## config.mk

```make
export PLATFORM = sky130hd
export DESIGN_NAME = refcounted_block_ring_manager
export DESIGN_NICKNAME = d
export VERILOG_FILES = /design/src/sv/rbrm_pkg.sv /design/src/sv/rbrm_dp.sv /design/src/sv/rbrm_ctrl.sv /design/src/sv/refcounted_block_ring_manager.sv
export SDC_FILE = /design/constraint.sdc
export NUM_CORES = 1
export LEC_CHECK = 0
export BUFFER_PORTS_ARGS = -buffer_cell sky130_fd_sc_hd__clkbuf_2
export CAP_MARGIN = 10
export CORE_MARGIN = 10
export CORE_UTILIZATION = 50
export CTS_CLUSTER_SIZE = 25
export DETAILED_ROUTE_END_ITERATION = 6
export PLACE_DENSITY = 0.74
export SLEW_MARGIN = 20
export SYNTH_ARGS = -nofsm -noshare
export SYNTH_HDL_FRONTEND = slang
export SYNTH_SLANG_ARGS = --single-unit
```

## constraint.sdc

```tcl
create_clock -name clk -period 9.4 [get_ports clk]
set_input_delay 0.94 -clock clk [delete_from_list [all_inputs] [get_ports clk]]
set_output_delay 0.94 -clock clk [all_outputs]
set_load 0.03 [all_outputs]
```

## src/sv/rbrm_pkg.sv

```systemverilog
package rbrm_pkg;

    localparam int NUM_SLOTS_DEF = 64;
    localparam int HOLD_BITS_DEF = 8;

    localparam int ACTION_W   = 3;
    localparam int HANDLE_W   = 6;
    localparam int NEED_W     = 7;
    localparam int LENGTH_W   = 16;
    localparam int COUNT_W    = 7;
    localparam int TOTAL_W    = 16;
    localparam int CFG_DATA_W = 16;
    localparam int CFG_IDX_W  = 1;

    localparam logic [TOTAL_W-1:0]   TOTAL_MAX        = '1;
    localparam logic [LENGTH_W-1:0]  BLOCK_LENGTH_RST = 16'd1;
    localparam logic [COUNT_W-1:0]   SLOTS_IN_USE_RST = 7'd64;

    localparam logic [CFG_IDX_W-1:0] REG_BLOCK_LENGTH = 1'd0;
    localparam logic [CFG_IDX_W-1:0] REG_SLOTS_IN_USE = 1'd1;

    typedef enum logic [ACTION_W-1:0] {
        ACT_PUSH    = 3'd0,
        ACT_REQUEST = 3'd1,
        ACT_AVAIL   = 3'd2,
        ACT_NEXT    = 3'd3,
        ACT_RELEASE = 3'd4,
        ACT_CLEAR   = 3'd5
    } act_t;

    typedef enum logic [3:0] {
        OP_NONE,
        OP_LOAD,
        OP_PUSH,
        OP_CLEAR,
        OP_AVAIL,
        OP_REQ_RD,
        OP_REQ_WR,
        OP_NXT_RD,
        OP_NXT_MV,
        OP_NXT_WR,
        OP_REL_RD,
        OP_REL_WR,
        OP_WALK_RD,
        OP_WALK_STEP
    } dp_op_t;

    typedef enum logic [3:0] {
        S_IDLE,
        S_DEC,
        S_REQ_WR,
        S_NXT_MV,
        S_NXT_WR,
        S_REL_WR,
        S_WALK_RD,
        S_WALK_CHK,
        S_OUT
    } ctl_state_t;

    typedef struct packed {
        dp_op_t op;
        logic   out_load;
    } dp_cmd_t;

    typedef struct packed {
        act_t action;
        logic push_ok;
        logic req_ok;
        logic next_ok;
        logic in_ring;
        logic walk_more;
        logic head_free;
        logic out_free;
    } dp_stat_t;

endpackage

```

## src/sv/rbrm_dp.sv

```systemverilog
module rbrm_dp
    import rbrm_pkg::*;
#(
    parameter int NUM_SLOTS = NUM_SLOTS_DEF,
    parameter int HOLD_BITS = HOLD_BITS_DEF
)
(
    input  logic                  clk,
    input  logic                  rst_n,
    input  logic                  cfg_we,
    input  logic [CFG_IDX_W-1:0]  cfg_index,
    input  logic [CFG_DATA_W-1:0] cfg_data,
    input  logic [ACTION_W-1:0]   action,
    input  logic [HANDLE_W-1:0]   handle,
    input  logic                  handle_valid,
    input  logic [NEED_W-1:0]     need_count,
    input  logic [LENGTH_W-1:0]   push_length,
    input  logic                  out_stall,
    output logic                  out_valid,
    output logic                  ok,
    output logic [HANDLE_W-1:0]   handle_out,
    output logic                  handle_out_valid,
    output logic [COUNT_W-1:0]    filled_count,
    output logic [TOTAL_W-1:0]    total_holds,
    output logic [COUNT_W-1:0]    peak_filled,
    output logic [COUNT_W-1:0]    freed_count,
    input  dp_cmd_t               cmd,
    output dp_stat_t              stat
);

    localparam int SLOT_W = $clog2(NUM_SLOTS);
    localparam int FILL_W = $clog2(NUM_SLOTS + 1);
    localparam int CW     = ((FILL_W > NEED_W) ? FILL_W : NEED_W) + 1;
    localparam logic [CW-1:0]        N_C      = CW'(NUM_SLOTS);
    localparam logic [HOLD_BITS-1:0] HOLD_MAX = '1;

    logic [LENGTH_W-1:0] blen_reg;
    logic [COUNT_W-1:0]  siu_reg;

    logic [ACTION_W-1:0] act_reg;
    logic [HANDLE_W-1:0] hdl_reg;
    logic                hv_reg;
    logic [NEED_W-1:0]   need_reg;
    logic [LENGTH_W-1:0] plen_reg;

    logic [SLOT_W-1:0]   head_reg, head_next;
    logic [FILL_W-1:0]   fill_reg, fill_next;
    logic [FILL_W-1:0]   ro_reg, ro_next;
    logic [TOTAL_W-1:0]  total_reg, total_next;
    logic [FILL_W-1:0]   peak_reg, peak_next;

    logic                ok_reg;
    logic [SLOT_W-1:0]   hout_reg;
    logic                houtv_reg;
    logic [FILL_W-1:0]   freed_reg;
    logic [SLOT_W-1:0]   slot_reg;

    logic                out_valid_reg;
    logic                o_ok_reg;
    logic [HANDLE_W-1:0] o_hout_reg;
    logic                o_houtv_reg;
    logic [COUNT_W-1:0]  o_fill_reg;
    logic [TOTAL_W-1:0]  o_total_reg;
    logic [COUNT_W-1:0]  o_peak_reg;
    logic [COUNT_W-1:0]  o_freed_reg;

    logic [HOLD_BITS-1:0] hold_mem [NUM_SLOTS];
    logic [HOLD_BITS-1:0] rd_data_reg;
    logic                 mem_we, mem_re;
    logic [SLOT_W-1:0]    wr_addr, rd_addr;
    logic [HOLD_BITS-1:0] wr_data;

    logic [CW-1:0] head_c, fill_c, ro_c, hdl_c, need_c, cap_c, dist_c;
    logic [SLOT_W-1:0] push_slot, req_slot, hdl_slot, nxt_slot;
    logic [HOLD_BITS-1:0] hold_inc, hold_dec;
    logic in_ring, avail_ok;

    function automatic logic [CW-1:0] wrap(input logic [CW-1:0] s);
        wrap = (s >= N_C) ? s - N_C : s;
    endfunction

    // configuration
    always_ff @(posedge clk or negedge rst_n)
    begin
        if (!rst_n)
        begin
            blen_reg <= BLOCK_LENGTH_RST;
            siu_reg  <= SLOTS_IN_USE_RST;
        end
        else if (cfg_we)
        begin
            unique case (cfg_index)
                REG_BLOCK_LENGTH: blen_reg <= cfg_data;
                REG_SLOTS_IN_USE: siu_reg  <= cfg_data[COUNT_W-1:0];
                default: ;
            endcase
        end
    end

    // ring geometry
    always_comb
    begin
        head_c   = CW'(head_reg);
        fill_c   = CW'(fill_reg);
        ro_c     = CW'(ro_reg);
        hdl_c    = CW'(hdl_reg);
        need_c   = (need_reg == '0) ? CW'(1) : CW'(need_reg);
        cap_c    = (CW'(siu_reg) > N_C) ? N_C : CW'(siu_reg);
        dist_c   = (hdl_c >= head_c) ? hdl_c - head_c : hdl_c + N_C - head_c;
        in_ring  = hv_reg && (hdl_c < N_C) && (dist_c < fill_c);
        avail_ok = in_ring && ((fill_c - dist_c) >= need_c);
        push_slot = SLOT_W'(wrap(head_c + fill_c));
        req_slot  = SLOT_W'(wrap(head_c + fill_c - ro_c));
        hdl_slot  = SLOT_W'(hdl_c);
        nxt_slot  = SLOT_W'(wrap(hdl_c + CW'(1)));
        hold_inc  = (rd_data_reg != HOLD_MAX) ? rd_data_reg + 1'b1 : rd_data_reg;
        hold_dec  = (rd_data_reg != '0) ? rd_data_reg - 1'b1 : rd_data_reg;
    end

    always_comb
    begin
        stat.action    = act_t'(act_reg);
        stat.push_ok   = (plen_reg == blen_reg) && (fill_c < cap_c);
        stat.req_ok    = (ro_c != '0) && (ro_c <= fill_c) && (ro_c >= need_c);
        stat.next_ok   = in_ring && ((dist_c + CW'(1)) < fill_c);
        stat.in_ring   = in_ring;
        stat.walk_more = (fill_c != '0) && (ro_c != fill_c);
        stat.head_free = (rd_data_reg == '0);
        stat.out_free  = !out_valid_reg || !out_stall;
    end

    // hold count memory ports
    always_comb
    begin
        mem_we  = 1'b0;
        mem_re  = 1'b0;
        wr_addr = '0;
        rd_addr = '0;
        wr_data = '0;
        unique case (cmd.op)
            OP_PUSH:
            begin
                mem_we  = 1'b1;
                wr_addr = push_slot;
            end
            OP_REQ_RD:
            begin
                mem_re  = 1'b1;
                rd_addr = req_slot;
            end
            OP_REQ_WR:
            begin
                mem_we  = 1'b1;
                wr_addr = slot_reg;
                wr_data = hold_inc;
            end
            OP_NXT_RD, OP_REL_RD:
            begin
                mem_re  = 1'b1;
                rd_addr = hdl_slot;
            end
            OP_NXT_MV:
            begin
                mem_we  = 1'b1;
                wr_addr = hdl_slot;
                wr_data = hold_dec;
                mem_re  = 1'b1;
                rd_addr = nxt_slot;
            end
            OP_NXT_WR:
            begin
                mem_we  = 1'b1;
                wr_addr = nxt_slot;
                wr_data = hold_inc;
            end
            OP_REL_WR:
            begin
                mem_we  = 1'b1;
                wr_addr = hdl_slot;
                wr_data = hold_dec;
            end
            OP_WALK_RD:
            begin
                mem_re  = 1'b1;
                rd_addr = head_reg;
            end
            default: ;
        endcase
    end

    always_ff @(posedge clk)
    begin
        if (mem_we)
            hold_mem[wr_addr] <= wr_data;
        if (mem_re)
            rd_data_reg <= hold_mem[rd_addr];
    end

    // ring state
    always_comb
    begin
        head_next  = head_reg;
        fill_next  = fill_reg;
        ro_next    = ro_reg;
        total_next = total_reg;
        peak_next  = peak_reg;
        unique case (cmd.op)
            OP_PUSH:
            begin
                fill_next = fill_reg + 1'b1;
                ro_next   = ro_reg + 1'b1;
                if (fill_next > peak_reg)
                    peak_next = fill_next;
            end
            OP_CLEAR:
            begin
                fill_next = '0;
                ro_next   = '0;
            end
            OP_REQ_WR:
            begin
                ro_next = ro_reg - 1'b1;
                if (total_reg != TOTAL_MAX)
                    total_next = total_reg + 1'b1;
            end
            OP_REL_WR:
            begin
                if (total_reg != '0)
                    total_next = total_reg - 1'b1;
            end
            OP_WALK_STEP:
            begin
                head_next = SLOT_W'(wrap(head_c + CW'(1)));
                fill_next = fill_reg - 1'b1;
            end
            default: ;
        endcase
    end

    always_ff @(posedge clk or negedge rst_n)
    begin
        if (!rst_n)
        begin
            head_reg  <= '0;
            fill_reg  <= '0;
            ro_reg    <= '0;
            total_reg <= '0;
            peak_reg  <= '0;
        end
        else
        begin
            head_reg  <= head_next;
            fill_reg  <= fill_next;
            ro_reg    <= ro_next;
            total_reg <= total_next;
            peak_reg  <= peak_next;
        end
    end

    // item and per-item result
    always_ff @(posedge clk)
    begin
        unique case (cmd.op)
            OP_LOAD:
            begin
                act_reg   <= action;
                hdl_reg   <= handle;
                hv_reg    <= handle_valid;
                need_reg  <= need_count;
                plen_reg  <= push_length;
                ok_reg    <= 1'b0;
                hout_reg  <= '0;
                houtv_reg <= 1'b0;
                freed_reg <= '0;
            end
            OP_PUSH, OP_CLEAR, OP_REL_WR:
                ok_reg <= 1'b1;
            OP_AVAIL:
                ok_reg <= avail_ok;
            OP_REQ_RD:
                slot_reg <= req_slot;
            OP_REQ_WR:
            begin
                ok_reg    <= 1'b1;
                hout_reg  <= slot_reg;
                houtv_reg <= 1'b1;
            end
            OP_NXT_WR:
            begin
                ok_reg    <= 1'b1;
                hout_reg  <= nxt_slot;
                houtv_reg <= 1'b1;
            end
            OP_WALK_STEP:
                freed_reg <= freed_reg + 1'b1;
            default: ;
        endcase
    end

    // result register
    always_ff @(posedge clk or negedge rst_n)
    begin
        if (!rst_n)
            out_valid_reg <= 1'b0;
        else if (cmd.out_load)
            out_valid_reg <= 1'b1;
        else if (!out_stall)
            out_valid_reg <= 1'b0;
    end

    always_ff @(posedge clk)
    begin
        if (cmd.out_load)
        begin
            o_ok_reg    <= ok_reg;
            o_hout_reg  <= HANDLE_W'(hout_reg);
            o_houtv_reg <= houtv_reg;
            o_fill_reg  <= COUNT_W'(fill_reg);
            o_total_reg <= total_reg;
            o_peak_reg  <= COUNT_W'(peak_reg);
            o_freed_reg <= COUNT_W'(freed_reg);
        end
    end

    assign out_valid        = out_valid_reg;
    assign ok               = o_ok_reg;
    assign handle_out       = o_hout_reg;
    assign handle_out_valid = o_houtv_reg;
    assign filled_count     = o_fill_reg;
    assign total_holds      = o_total_reg;
    assign peak_filled      = o_peak_reg;
    assign freed_count      = o_freed_reg;

    a_marker_in_ring: assert property (@(posedge clk) disable iff (!rst_n)
        ro_reg <= fill_reg)
        else $error("read marker beyond ring end");

    a_fill_bound: assert property (@(posedge clk) disable iff (!rst_n)
        CW'(fill_reg) <= N_C)
        else $error("ring fill exceeds pool size");

    a_peak_tracks: assert property (@(posedge clk) disable iff (!rst_n)
        peak_reg >= fill_reg)
        else $error("peak below current fill");

    a_walk_nonempty: assert property (@(posedge clk) disable iff (!rst_n)
        cmd.op == OP_WALK_STEP |-> fill_reg != '0 && ro_reg != fill_reg)
        else $error("freed a slot from an empty ring or at the marker");

endmodule

```

## src/sv/rbrm_ctrl.sv

```systemverilog
module rbrm_ctrl
    import rbrm_pkg::*;
(
    input  logic     clk,
    input  logic     rst_n,
    input  logic     in_valid,
    output logic     in_stall,
    input  dp_stat_t stat,
    output dp_cmd_t  cmd
);

    ctl_state_t state_reg, state_next;

    always_ff @(posedge clk or negedge rst_n)
    begin
        if (!rst_n)
            state_reg <= S_IDLE;
        else
            state_reg <= state_next;
    end

    always_comb
    begin
        state_next   = state_reg;
        cmd.op       = OP_NONE;
        cmd.out_load = 1'b0;
        in_stall     = 1'b1;
        unique case (state_reg)
            S_IDLE:
            begin
                in_stall = 1'b0;
                if (in_valid)
                begin
                    cmd.op     = OP_LOAD;
                    state_next = S_DEC;
                end
            end
            S_DEC:
            begin
                state_next = S_OUT;
                case (stat.action)
                    ACT_PUSH:
                        if (stat.push_ok)
                            cmd.op = OP_PUSH;
                    ACT_REQUEST:
                        if (stat.req_ok)
                        begin
                            cmd.op     = OP_REQ_RD;
                            state_next = S_REQ_WR;
                        end
                    ACT_AVAIL:
                        cmd.op = OP_AVAIL;
                    ACT_NEXT:
                        if (stat.next_ok)
                        begin
                            cmd.op     = OP_NXT_RD;
                            state_next = S_NXT_MV;
                        end
                    ACT_RELEASE:
                        if (stat.in_ring)
                        begin
                            cmd.op     = OP_REL_RD;
                            state_next = S_REL_WR;
                        end
                        else
                            state_next = S_WALK_RD;
                    ACT_CLEAR:
                        cmd.op = OP_CLEAR;
                    default: ;
                endcase
            end
            S_REQ_WR:
            begin
                cmd.op     = OP_REQ_WR;
                state_next = S_OUT;
            end
            S_NXT_MV:
            begin
                cmd.op     = OP_NXT_MV;
                state_next = S_NXT_WR;
            end
            S_NXT_WR:
            begin
                cmd.op     = OP_NXT_WR;
                state_next = S_OUT;
            end
            S_REL_WR:
            begin
                cmd.op     = OP_REL_WR;
                state_next = S_WALK_RD;
            end
            S_WALK_RD:
            begin
                if (stat.walk_more)
                begin
                    cmd.op     = OP_WALK_RD;
                    state_next = S_WALK_CHK;
                end
                else
                    state_next = S_OUT;
            end
            S_WALK_CHK:
            begin
                if (stat.head_free)
                begin
                    cmd.op     = OP_WALK_STEP;
                    state_next = S_WALK_RD;
                end
                else
                    state_next = S_OUT;
            end
            S_OUT:
            begin
                if (stat.out_free)
                begin
                    cmd.out_load = 1'b1;
                    state_next   = S_IDLE;
                end
            end
            default:
                state_next = S_IDLE;
        endcase
    end

    a_load_only_idle: assert property (@(posedge clk) disable iff (!rst_n)
        cmd.op == OP_LOAD |=> state_reg == S_DEC)
        else $error("item load did not enter decode");

    a_step_after_read: assert property (@(posedge clk) disable iff (!rst_n)
        cmd.op == OP_WALK_STEP |-> $past(cmd.op) == OP_WALK_RD)
        else $error("walk step without a head read");

    a_out_then_idle: assert property (@(posedge clk) disable iff (!rst_n)
        cmd.out_load |=> state_reg == S_IDLE)
        else $error("result load did not return to idle");

endmodule

```

## src/sv/refcounted_block_ring_manager.sv

```systemverilog
// Reference-counted block ring manager.
// Input channel (in_valid/in_stall) carries one action beat: push, request,
// available, next, release or clear, with handle, need count and push length.
// Output channel (out_valid/out_stall) returns exactly one result beat per
// action: ok, handle_out/handle_out_valid, filled/peak/freed counts and the
// running hold total.
// Steps from accept to result: push, available, clear and failed actions go
// from decode to the result register; request adds a hold-count write; next
// adds a move and a write; release adds a hold-count write if the handle is
// in the ring, then a head read and check per slot freed until a held head,
// an empty ring or the marker stops it. One action is worked at a time.
// Hold counts sit in a memory with a registered read port; every
// read-modify-write and every step of the freeing walk reads through it first.
// Reset empties the ring and zeroes the hold total and peak; the hold memory
// is not cleared, each slot's count is written by push before it is read.
// A stalled result sits in the output register; the next action is still
// accepted and worked, and waits for the register before its result is shown.
// Configuration writes (cfg_we) take effect at once and belong in idle time.
module refcounted_block_ring_manager
    import rbrm_pkg::*;
#(
    parameter int NUM_SLOTS = NUM_SLOTS_DEF,
    parameter int HOLD_BITS = HOLD_BITS_DEF
)
(
    input  logic                  clk,
    input  logic                  rst_n,
    input  logic                  cfg_we,
    input  logic [CFG_IDX_W-1:0]  cfg_index,
    input  logic [CFG_DATA_W-1:0] cfg_data,
    input  logic                  in_valid,
    output logic                  in_stall,
    input  logic [ACTION_W-1:0]   action,
    input  logic [HANDLE_W-1:0]   handle,
    input  logic                  handle_valid,
    input  logic [NEED_W-1:0]     need_count,
    input  logic [LENGTH_W-1:0]   push_length,
    output logic                  out_valid,
    input  logic                  out_stall,
    output logic                  ok,
    output logic [HANDLE_W-1:0]   handle_out,
    output logic                  handle_out_valid,
    output logic [COUNT_W-1:0]    filled_count,
    output logic [TOTAL_W-1:0]    total_holds,
    output logic [COUNT_W-1:0]    peak_filled,
    output logic [COUNT_W-1:0]    freed_count
);

    dp_cmd_t  cmd;
    dp_stat_t stat;

    rbrm_ctrl u_ctrl (
        .clk      (clk),
        .rst_n    (rst_n),
        .in_valid (in_valid),
        .in_stall (in_stall),
        .stat     (stat),
        .cmd      (cmd)
    );

    rbrm_dp #(
        .NUM_SLOTS (NUM_SLOTS),
        .HOLD_BITS (HOLD_BITS)
    ) u_dp (
        .clk              (clk),
        .rst_n            (rst_n),
        .cfg_we           (cfg_we),
        .cfg_index        (cfg_index),
        .cfg_data         (cfg_data),
        .action           (action),
        .handle           (handle),
        .handle_valid     (handle_valid),
        .need_count       (need_count),
        .push_length      (push_length),
        .out_stall        (out_stall),
        .out_valid        (out_valid),
        .ok               (ok),
        .handle_out       (handle_out),
        .handle_out_valid (handle_out_valid),
        .filled_count     (filled_count),
        .total_holds      (total_holds),
        .peak_filled      (peak_filled),
        .freed_count      (freed_count),
        .cmd              (cmd),
        .stat             (stat)
    );

endmodule
```

# Word level (Yosys, flattened, before mapping)
# Memory sizes are Yosys's and may differ from the RTL's. A register that Yosys moved wholly into a read port is not among the register bits.
# Cells that the tools add are included.
totals:
  wordCells: 183
  ram_bits: 512
  out_inout_bits: 47
  reg_bits: 170
  n_memories: 1
memory_table:
  columns: ["name", "words", "width", "rd", "rd_ports_with_merged_regs", "wr", "line_no", "source"]
  rows:
  - ["u_dp.hold_mem", 64, 8, 1, 1, 1, "rbrm_dp.sv:67", "logic [HOLD_BITS-1:0] hold_mem [NUM_SLOTS];"]
classes:
  n_reduce_logical: 37
  bitwise: 1
  order_cmp: 13
  n_eq_ne: 35
  muxes: 48
  addsub: 22
ops:
  columns: ["cell", "n"]
  rows:
  - ["$pmux 4 s8", 2]
  - ["$pmux 6 s4", 2]
  - ["$pmux 7 s3", 2]
  - ["$mux 4", 9]
  - ["$eq 4x3->1 const B", 8]
  - ["$mux 16", 2]
  - ["$pmux 16 s2", 1]
  - ["$eq 4x4->1 const B", 7]
  - ["$mux 6", 4]
  - ["$mux 8", 3]
  - ["$pmux 4 s6", 1]
  - ["$reduce_bool 8->1", 3]
  - ["$sub 6x1->6 const B", 4]
  - ["$add 7x1->7 const B", 3]
  - ["$pmux 6 s3", 1]
  - ["$add 16x1->16 const B", 1]
  - ["$add 8x1->8 const B", 2]
  - ["$eq 16x16->1", 1]
  - ["$eq 4x2->1 const B", 4]
  - ["$ge 8x7->1 const B", 2]
  - ["$lt 8x7->1", 2]
  - ["$ne 16x16->1 const B", 1]
  - ["$pmux 8 s2", 1]
  - ["$reduce_bool 16->1", 1]
  - ["other kinds (48)", 89]

# Longest topological paths before layout
# Gate-level depths: netlist of the first run.
depth:
  depth_word: 14
  ltp_mapped: 30
  depth_no_buf: 26

# Hierarchy
# Synthesis of the first run repeated with hierarchy kept, for this count alone.
unflattened:
  cells_unflattened: 2357
  area_unflattened_um2: 31136.1
by_module_without_submodules:
  columns: ["mod", "area_each_um2", "seq_area_each_um2", "cells_per_inst", "instances"]
  rows:
  - ["rbrm_dp", 30593.1, 20266.9, 2280, 1]
  - ["rbrm_ctrl", 543.0, 100.1, 77, 1]

# Worst setup path before layout of the first run
# No wires, ideal clock.
synth_timing:
  kind: "flip-flop to flip-flop"
  start: "reg u_dp.hdl_reg[0]"
  end: "mem u_dp.hold_mem[0][0] in the netlist's numbering (data pin)"
  synth_period_minus_slack_ps: 7965
  setup_ps: 702
  path_stages_with_launch: 28
  n_path_buf: 2
  arrival_ps: 7264
  slack_ps: 1435
  path_cell_list: "edfxtp_1 > clkbuf_1 > inv_1 > ha_1 > nand2b_1 > a211oi_1 > o21ai_2 > mux2i_1 > a21oi_1 > nor2b_1 > o21ai_0 > nand2b_1 > a21oi_1 > xnor2_1 > nand4_1 > xor2_1 > ha_1 > o21ai_0 > a22oi_1 > o21bai_1 > a211o_1 > a21oi_4 > xnor2_1 > and3_4 > buf_6 > and2_2 > nor2_1 > o21ai_0"
synth_between:
  elab_chain_len: 12
  word_cells_on_any_way: 21
synth_rtl:
  columns: ["element", "line_no", "source"]
  rows:
  - ["start: declaration", "rbrm_dp.sv:41", "logic [HANDLE_W-1:0] hdl_reg;"]
  - ["start signal: assignment", "rbrm_dp.sv:267", "hdl_reg <= handle;"]
  - ["$add 6x7->8", "rbrm_dp.sv:109", "dist_c = (hdl_c >= head_c) ? hdl_c - head_c : hdl_c + N_C - head_c;"]
  - ["$sub 8x6->8", "rbrm_dp.sv:109", null]
  - ["$mux 8 (*)", "rbrm_dp.sv:109", null]
  - ["$add 8x1->8 / $lt 8x7->1 (equally long branches)", "rbrm_dp.sv:125, rbrm_dp.sv:110", null]
  - ["$lt 8x7->1 / $logic_and 1x1->1 (equally long branches)", "rbrm_dp.sv:125, rbrm_dp.sv:110", null]
  - ["$logic_and 1x1->1", "rbrm_dp.sv:125", "stat.next_ok = in_ring && ((dist_c + CW'(1)) < fill_c);"]
  - ["$mux 3", "rbrm_ctrl.sv:54", "if (stat.next_ok)"]
  - ["$pmux 4 s6 (*)", "rbrm_ctrl.sv:41", "case (stat.action)"]
  - ["$pmux 4 s8 (*)", "rbrm_ctrl.sv:28", "unique case (state_reg)"]
  - ["$eq 4x4->1 / $eq 4x3->1 (equally long branches)", "rbrm_dp.sv:140", "unique case (cmd.op)"]
  - ["$reduce_or 2->1 (no line)", null, null]
  - ["$pmux 8 s2 (*)", "rbrm_dp.sv:140", null]
  - ["named net u_dp.wr_data[0]", "rbrm_dp.sv:71", "logic [HOLD_BITS-1:0] wr_data;"]
  - ["end: declaration", "rbrm_dp.sv:67", null]
# The timed path passes the listed nets; every way through them passes the cells marked *.

# Final worst setup path of the first run
layout_timing:
  start: "reg u_dp.hdl_reg[0]"
  end: "mem u_dp.hold_mem[0][1] in the netlist's numbering, enable pin"
layout_between:
  elab_chain_len: 14
  word_cells_on_any_way: 29
layout_rtl:
  columns: ["element", "line_no", "source"]
  rows:
  - ["$add 6x7->8", "rbrm_dp.sv:109", null]
  - ["$sub 8x6->8", "rbrm_dp.sv:109", null]
  - ["$mux 8", "rbrm_dp.sv:109", null]
  - ["$add 8x1->8 / $lt 8x7->1 (equally long branches)", "rbrm_dp.sv:125, rbrm_dp.sv:110", null]
  - ["$lt 8x7->1 / $logic_and 1x1->1 (equally long branches)", "rbrm_dp.sv:125, rbrm_dp.sv:110", null]
  - ["$logic_and 1x1->1", "rbrm_dp.sv:125", null]
  - ["$mux 3", "rbrm_ctrl.sv:54", null]
  - ["$pmux 4 s6", "rbrm_ctrl.sv:41", null]
  - ["$pmux 4 s8", "rbrm_ctrl.sv:28", null]
  - ["$eq 4x4->1 (tied with other cells)", "rbrm_dp.sv:140", null]
  - ["$reduce_or 5->1 (no line)", null, null]
  - ["$mux 1", "rbrm_dp.sv:140", null]
  - ["$mux 1", "rbrm_dp.sv:193", "if (mem_we)"]
  - ["$mux 1 (not written as such)", "rbrm_dp.sv:194", "hold_mem[wr_addr] <= wr_data;"]
# Parallel ways exist; a longest one is shown, timed or not.

==> impl_metrics.ini, run 1 <==
[power_and_ir_drop]
p_per_area_nw_per_um2 = 267
irDropWorstVdd_mv = 0.124
p_total_w = 0.00947
total_leakage_power_nw = 12.8

[yosys]
synth.top_cell.area_share_pct = 58.8
synth_top_family_by_area = simple AND/OR/NAND/NOR gates
syn_inst = 2463
syn_avg_cell_area_um2 = 12.8
synth_fa_ha_area_share_pct = 4.10
yosys_warnings = 0
synth-seq-cells = 690
async_flop_share_pct = 10.3
ys_top_cells_by_area = edfxtp_1, dfrtp_1, nand3_1
netlist-cell-type-count = 93
yosys.area_share.simple_pct = 11.9
ys.flop_type = edfxtp_1
synth_seq_area_share_pct = 64.4
synth_fp_nets = 2618
synth-compound-area-share_pct = 10.9
synthMuxAreaShare_pct = 3.68
yosysTopAreaCell = edfxtp_1
synth_edf_count = 619
synthXorXnorAreaFrac_pct = 2.19
syn-cell-area_um2 = 31600

[floorplanning]
start_util_pct = 50.3
die_w_um = 272
io_pins = 102
coreArea_um2 = 62900
die_height_um = 272
num_rows = 92
die_area_um2 = 73700

[detailed_routing]
drtIter0Drc = 2789
firstDrtPassIters = 6
wl_per_cell_um = 24.5
routed_via_density = 6.34
drcViolationCount = 0
wl_um = 84000
ant_nets = 0
via_count = 21754

[hold_path]
worstHoldPathCells = 0
worstHoldPathType = reg2reg

[clocking]
ctsHtreeMaxLevel = 3
cts_root_buffer = clkbuf_16
clockBufferDepth = 3
cts_tree = built
clock-sinks = 690
cts_setup_buffers = 0
cts_inserted_buffers = 71
insertion_delay_ns = 0.63
clk_pin_slew_worst_paths_ns = 0.06
cts_resized = 0
hold_buffers = 0

[sta]
fin_setup_tns_ns = 0
setup_violations = 0
tightest_slew_ns = 1.18
timing.fmax_mhz = 122
rsz0062_at_grt = no
timing.final.crit_period_ns = 8.22
finalMaxSlewViolations = 0
hold_viol = 0
relSlewSlack_pct = 20.6
min_period_over_period_pct = 87.5
clock_skew_ns = 0.0285

[flow_run]
cap_violations = 0

[place]
port_buffers = 101
gp_congestion = 0.930
dpl.hpwl_um = 53900
place_inst = 3303

[critical_path]
slowest_delay_ns = 0.87
worstPathArrival_ns = 8.45
cp_top_family = compound AO/OA/AOI/OAI gates
cp-start-kind = register
crit_type = reg2reg
worst_path_max_delay_cell = nor2_1
path_max_fanout = 16
end_kind = register
ff2ff_path_depth = 26
path_depth = 26
cp.required_ns = 9.63
path_buf_inv = 2

[layout]
syn2layout_area_growth_pct = 12.3
layout-drive-gt1-share_pct = 13.0
regArea_um2 = 20400
num-fill-cells = 4966
fin_nets = 2686
multiInputGateArea_um2 = 10500
final_cells = 3432
final_util_pct = 56.5
regMostFlops = u_dp.hold_mem
antennaDiodeCount = 0
largest_reg_flops = 512

[global_route]
grt_max_degree = 161
gr-total-overflow = 0
antenna_found_initial = 2
grt_pass1_wl_um = 128000
track_usage_pct = 22.3
grt_pass1_vias = 21188

[outcome]
status = completed
## power breakdown
| group | internal [W] | switching, W |
|---|---|---|
| Clock | 0.00176 | 0.00120 |
| Combinational | 0.000821 | 0.00163 |
| Sequential | 0.00383 | 0.000245 |
| Total | 0.00640 | 0.00307 |
## final timing paths
| check | start | to | slack [ns] |
|---|---|---|---|
| max in group asynchronous | rst_n | u_dp.total_reg[2] | 8.25 |
| setup reg to reg | u_dp.hdl_reg[0] | u_dp.hold_mem[0][1] | 1.18 |
| setup / recovery | u_dp.hdl_reg[0] | u_dp.hold_mem[0][1] | 1.18 |
| hold reg to reg | u_dp.hout_reg[5] | u_dp.handle_out[5] | 0.42 |
| hold / removal | u_dp.hout_reg[5] | u_dp.handle_out[5] | 0.42 |
| min in group asynchronous | rst_n | u_dp.siu_reg[1] | 0.47 |
## metal layers
layer  part of all wire, %  up-vias  track usage [%]
met5                 0.065        -                0
met4                   4.3        4             10.1
met3                    11      239             5.25
met2                    47     1319             35.2
met1                    38    10609             29.0
li1                      -     9583                -
## per-stage QoR
step / setup WS, ns / area, um2 / hold slack [ns]
floorplan: 1.43 / 31600 / 0.400
global placement: 1.56 / 33000 / 0.404
detailed placement: 1.53 / 33000 / 0.411
CTS: 1.46 / 35500 / 0.425
global route: 0.946 / 35500 / 0.435
finish: 1.18 / 35500 / 0.424
## placed cells by master (no fill, tap or decap), types with 12 or more instances in the layout
cell type and count:
nand2b_1 14, a41oi_1 33, clkinv_1 12, clkbuf_2 100
edfxtp_1 619, buf_4 27, a211oi_1 32, a32oi_1 12
dfrtp_1 69, nand2_1 142, nor2b_1 20, nor3_1 20
inv_1 75, mux2_2 43, a21o_1 16, xor2_1 34
mux2i_1 68, o21ai_0 183, nor4_1 19, a22o_1 16
xnor2_1 45, ha_1 94, nand4_1 19, a31oi_1 23
nand3_1 322, clkbuf_16 73, and3_1 31, a21oi_1 46
nor2_1 132, or3_1 14
## kinds of logic after synthesis
logic type	Yosys count
simple gates	769
buf+inv	213
flops	690
mux	111
xor+xnor	79
fa+ha+maj	100
compound gates	501
## synthesized netlist by cell type, types with 19 or more instances
cell / number
xor2_1: 34
nor2_1: 132
o21ai_0: 184
a41oi_1: 33
xnor2_1: 45
nor3_1: 20
nand2_1: 143
nand3_1: 322
mux2i_1: 68
ha_1: 94
clkbuf_1: 80
edfxtp_1: 619
nor4_1: 19
nor2b_1: 20
dfrtp_1: 69
buf_2: 34
nand4_1: 19
a211oi_1: 32
a21oi_1: 51
inv_1: 75
a31oi_1: 23
and3_1: 32
mux2_2: 43
## final cells by class
| class | count | share of cell area (%) |
|---|---|---|
| flip-flops and latches | 690 | 57.4 |
| multi-input cells | 1560 | 29.7 |
| clock buffers | 86 | 5.34 |
| well taps | 846 | 2.98 |
| repair buffers | 132 | 2.30 |
| clock inverters | 42 | 1.55 |
| inverters | 76 | 0.803 |
No activity file was read; power rests on OpenSTA's default activity.
==> run 2, diff against run 1 <==
--- a/config.mk
+++ b/config.mk
@@ -11,7 +11,7 @@
 export CORE_UTILIZATION = 50
 export CTS_CLUSTER_SIZE = 25
 export DETAILED_ROUTE_END_ITERATION = 6
-export PLACE_DENSITY = 0.74
+export PLACE_DENSITY = 0.68
 export SLEW_MARGIN = 20
 export SYNTH_ARGS = -nofsm -noshare
 export SYNTH_HDL_FRONTEND = slang
==> constraint.sdc (replaced) <==
create_clock -name clk -period 9.8 [get_ports clk]
set_input_delay 0.98 -clock clk [delete_from_list [all_inputs] [get_ports clk]]
set_output_delay 0.98 -clock clk [all_outputs]
set_load 0.03 [all_outputs]
==> run 2 against run 1 <==
Register-to-register slack better by 0.67 ns. Non-clock buffer count is 1 higher. Via count shrank 1.4%. Combinational power fell by 5%. Cell count rose by 0.12%. Sequential cell count stayed put. Sequential share of layout area rose by 0.099 points. Largest cell class unchanged.
==> impl_metrics.ini, run 2 (synthesis results as in run 1) <==
[critical_path]
worstReg2RegStart = u_dp.head_reg[4]
cp-endpoint = u_dp.hold_mem[20][5]
cp.required_ns = 10.03
r2r_setup_slack_ns = 1.85
critPathLaunch = u_dp.head_reg[4]
worstPathArrival_ns = 8.19
crit_type = reg2reg
timing.rr.end = u_dp.hold_mem[20][5]
cp-start-kind = register
path_max_fanout = 16
end_kind = register
ff2ff_path_depth = 24

[outcome]
status = completed

[sta]
clock_skew_ns = 0.0255
timing.final.crit_period_ns = 7.95
min_period_over_period_pct = 81.2
hold_viol = 0
relSlewSlack_pct = 24.6
finalMaxSlewViolations = 0
rsz0062_at_grt = no
timing.fmax_mhz = 126
setup_violations = 0
postLayoutSetupSlackWorst_ns = 1.85
tightest_slew_ns = 1.13
fin_setup_tns_ns = 0

[power_and_ir_drop]
p_sw_w = 0.00291
total_leakage_power_nw = 12.7
swShare_pct = 32.3
intPower_w = 0.00610
p_clk_share_pct = 30.8
p_comb_share_pct = 25.7
irDropWorstVdd_mv = 0.134
power_frac_seq_pct = 43.5
p_per_area_nw_per_um2 = 254

[detailed_routing]
ant_nets = 0
routed_via_density = 6.24
wl_um = 84300
drcViolationCount = 0
via_count = 21456
wl_per_cell_um = 24.5
firstDrtPassIters = 6
drtIter0Drc = 2596

[layout]
layout-drive-gt1-share_pct = 12.9
regMostFlops = u_dp.hold_mem
final_util_pct = 56.4
regArea_um2 = 20400
num-fill-cells = 5074
fin_nets = 2688
antennaDiodeCount = 0
multiInputGateArea_um2 = 10500
syn2layout_area_growth_pct = 12.1
final_cell_mix = edfxtp_1, nand3_1, o21ai_0
largest_reg_flops = 512
layout_commonest_cell = edfxtp_1

[global_route]
grt_pass1_vias = 20980
track_usage_pct = 22.5
grt_pass1_wl_um = 129000
antenna_found_initial = 0
gr-total-overflow = 0
grt_max_degree = 141

[clocking]
cts_tree = built
clk_pin_slew_worst_paths_ns = 0.06
ctsHtreeMaxLevel = 3
insertion_delay_ns = 0.63
cts_inserted_buffers = 72
cts_setup_buffers = 0
clock-sinks = 690
cts_resized = 0
clockBufferDepth = 3
hold_buffers = 0
cts_root_buffer = clkbuf_16

[floorplanning]
start_util_pct = 50.3
coreArea_um2 = 62900
die_height_um = 272
die_w_um = 272
num_rows = 92
die_area_um2 = 73700
io_pins = 102

[place]
dpl.hpwl_um = 53600
post-place-ws_ns = 1.95
gp_congestion = 0.895
port_buffers = 101

[flow_run]
cap_violations = 0

[hold_path]
worstHoldPathType = in2async
-- run 2: cell count changes in the layout (fill, tap and decap cells not counted) --
cell / delta
clkbuf_1: +3
clkinv_1: +3
clkinv_4: -3
buf_4: +2
clkinv_2: +2
inv_16: -2
buf_12: -1
bufinv_16: -1
clkbuf_16: -1
clkbuf_8: -1
clkinv_16: +1
clkinvlp_4: +1
inv_6: +1
-- run 2: per-layer routing --
metal | up-vias | share of wire (%) | track usage, %
met5 | - | 0 | 0
met4 | 0 | 2.8 | 7.49
met3 | 144 | 9.1 | 4.04
met2 | 1081 | 47 | 35.6
met1 | 10630 | 41 | 31.0
li1 | 9601 | - | -
-- run 2: per-stage QoR --
stage,std cells,power (W),hold WS (ns),cell area (um2)
CTS,3434,0.00901,0.426,35400
global route,3436,0.00940,0.274,35400
finish,3436,0.00900,0.262,35400
detailed placement,3303,0.00625,0.412,33000
global placement,3303,0.00617,0.407,33000
floorplan,2463,0.00546,0.400,31600
-- run 2: worst max-delay path: stages (launching register included) --
cell and delay (ns):
dfrtp_1 0.45, inv_1 0.08, ha_1 0.36, a21o_1 0.18, a21oi_1 0.30, nand2_1 0.11
mux2i_1 0.13, a21o_1 0.18, a21oi_1 0.16, xor2_1 0.09, a31oi_1 0.37, inv_1 0.11
ha_1 0.36, o21a_1 0.20, o31a_1 0.16, o41ai_4 0.26, a211o_2 0.25, nor2_2 0.13
or4_1 0.53, nor3_4 0.48, and2_1 0.68, a221o_2 0.36, nor2b_1 0.19, nand2_1 0.45
nor2_1 0.98
-- run 2: layout make-up --
type                    count  share of cell area [%]
repair buffers            133                    2.29
multi-input cells        1560                    29.7
inverters                  76                   0.805
clock inverters            44                    1.48
well taps                 846                    2.99
flip-flops and latches    690                    57.5
clock buffers              87                    5.27
-- run 2: worst min-delay path by stage --
stage	start	endpoint	slack (ns)	cells past startpoint
detailed placement	u_dp.houtv_reg	u_dp.handle_out_valid	0.41	0
finish	rst_n	u_dp.blen_reg[6]	0.26	1
global placement	u_dp.houtv_reg	u_dp.handle_out_valid	0.41	0
floorplan	u_dp.hout_reg[0]	u_dp.handle_out[0]	0.40	0
global route	rst_n	u_dp.blen_reg[6]	0.27	1
CTS	u_dp.houtv_reg	u_dp.handle_out_valid	0.43	0
-- run 2: power by group through the flow --
stage / sequential [W] / combinational (W) / clock [W]
2_1_floorplan: 0.00396 / 0.00150 / 0
3_3_place_gp: 0.00396 / 0.00220 / 0
3_5_place_dp: 0.00397 / 0.00227 / 0
4_1_cts: 0.00391 / 0.00229 / 0.00281
5_1_grt: 0.00394 / 0.00253 / 0.00293
6_report: 0.00391 / 0.00232 / 0.00277
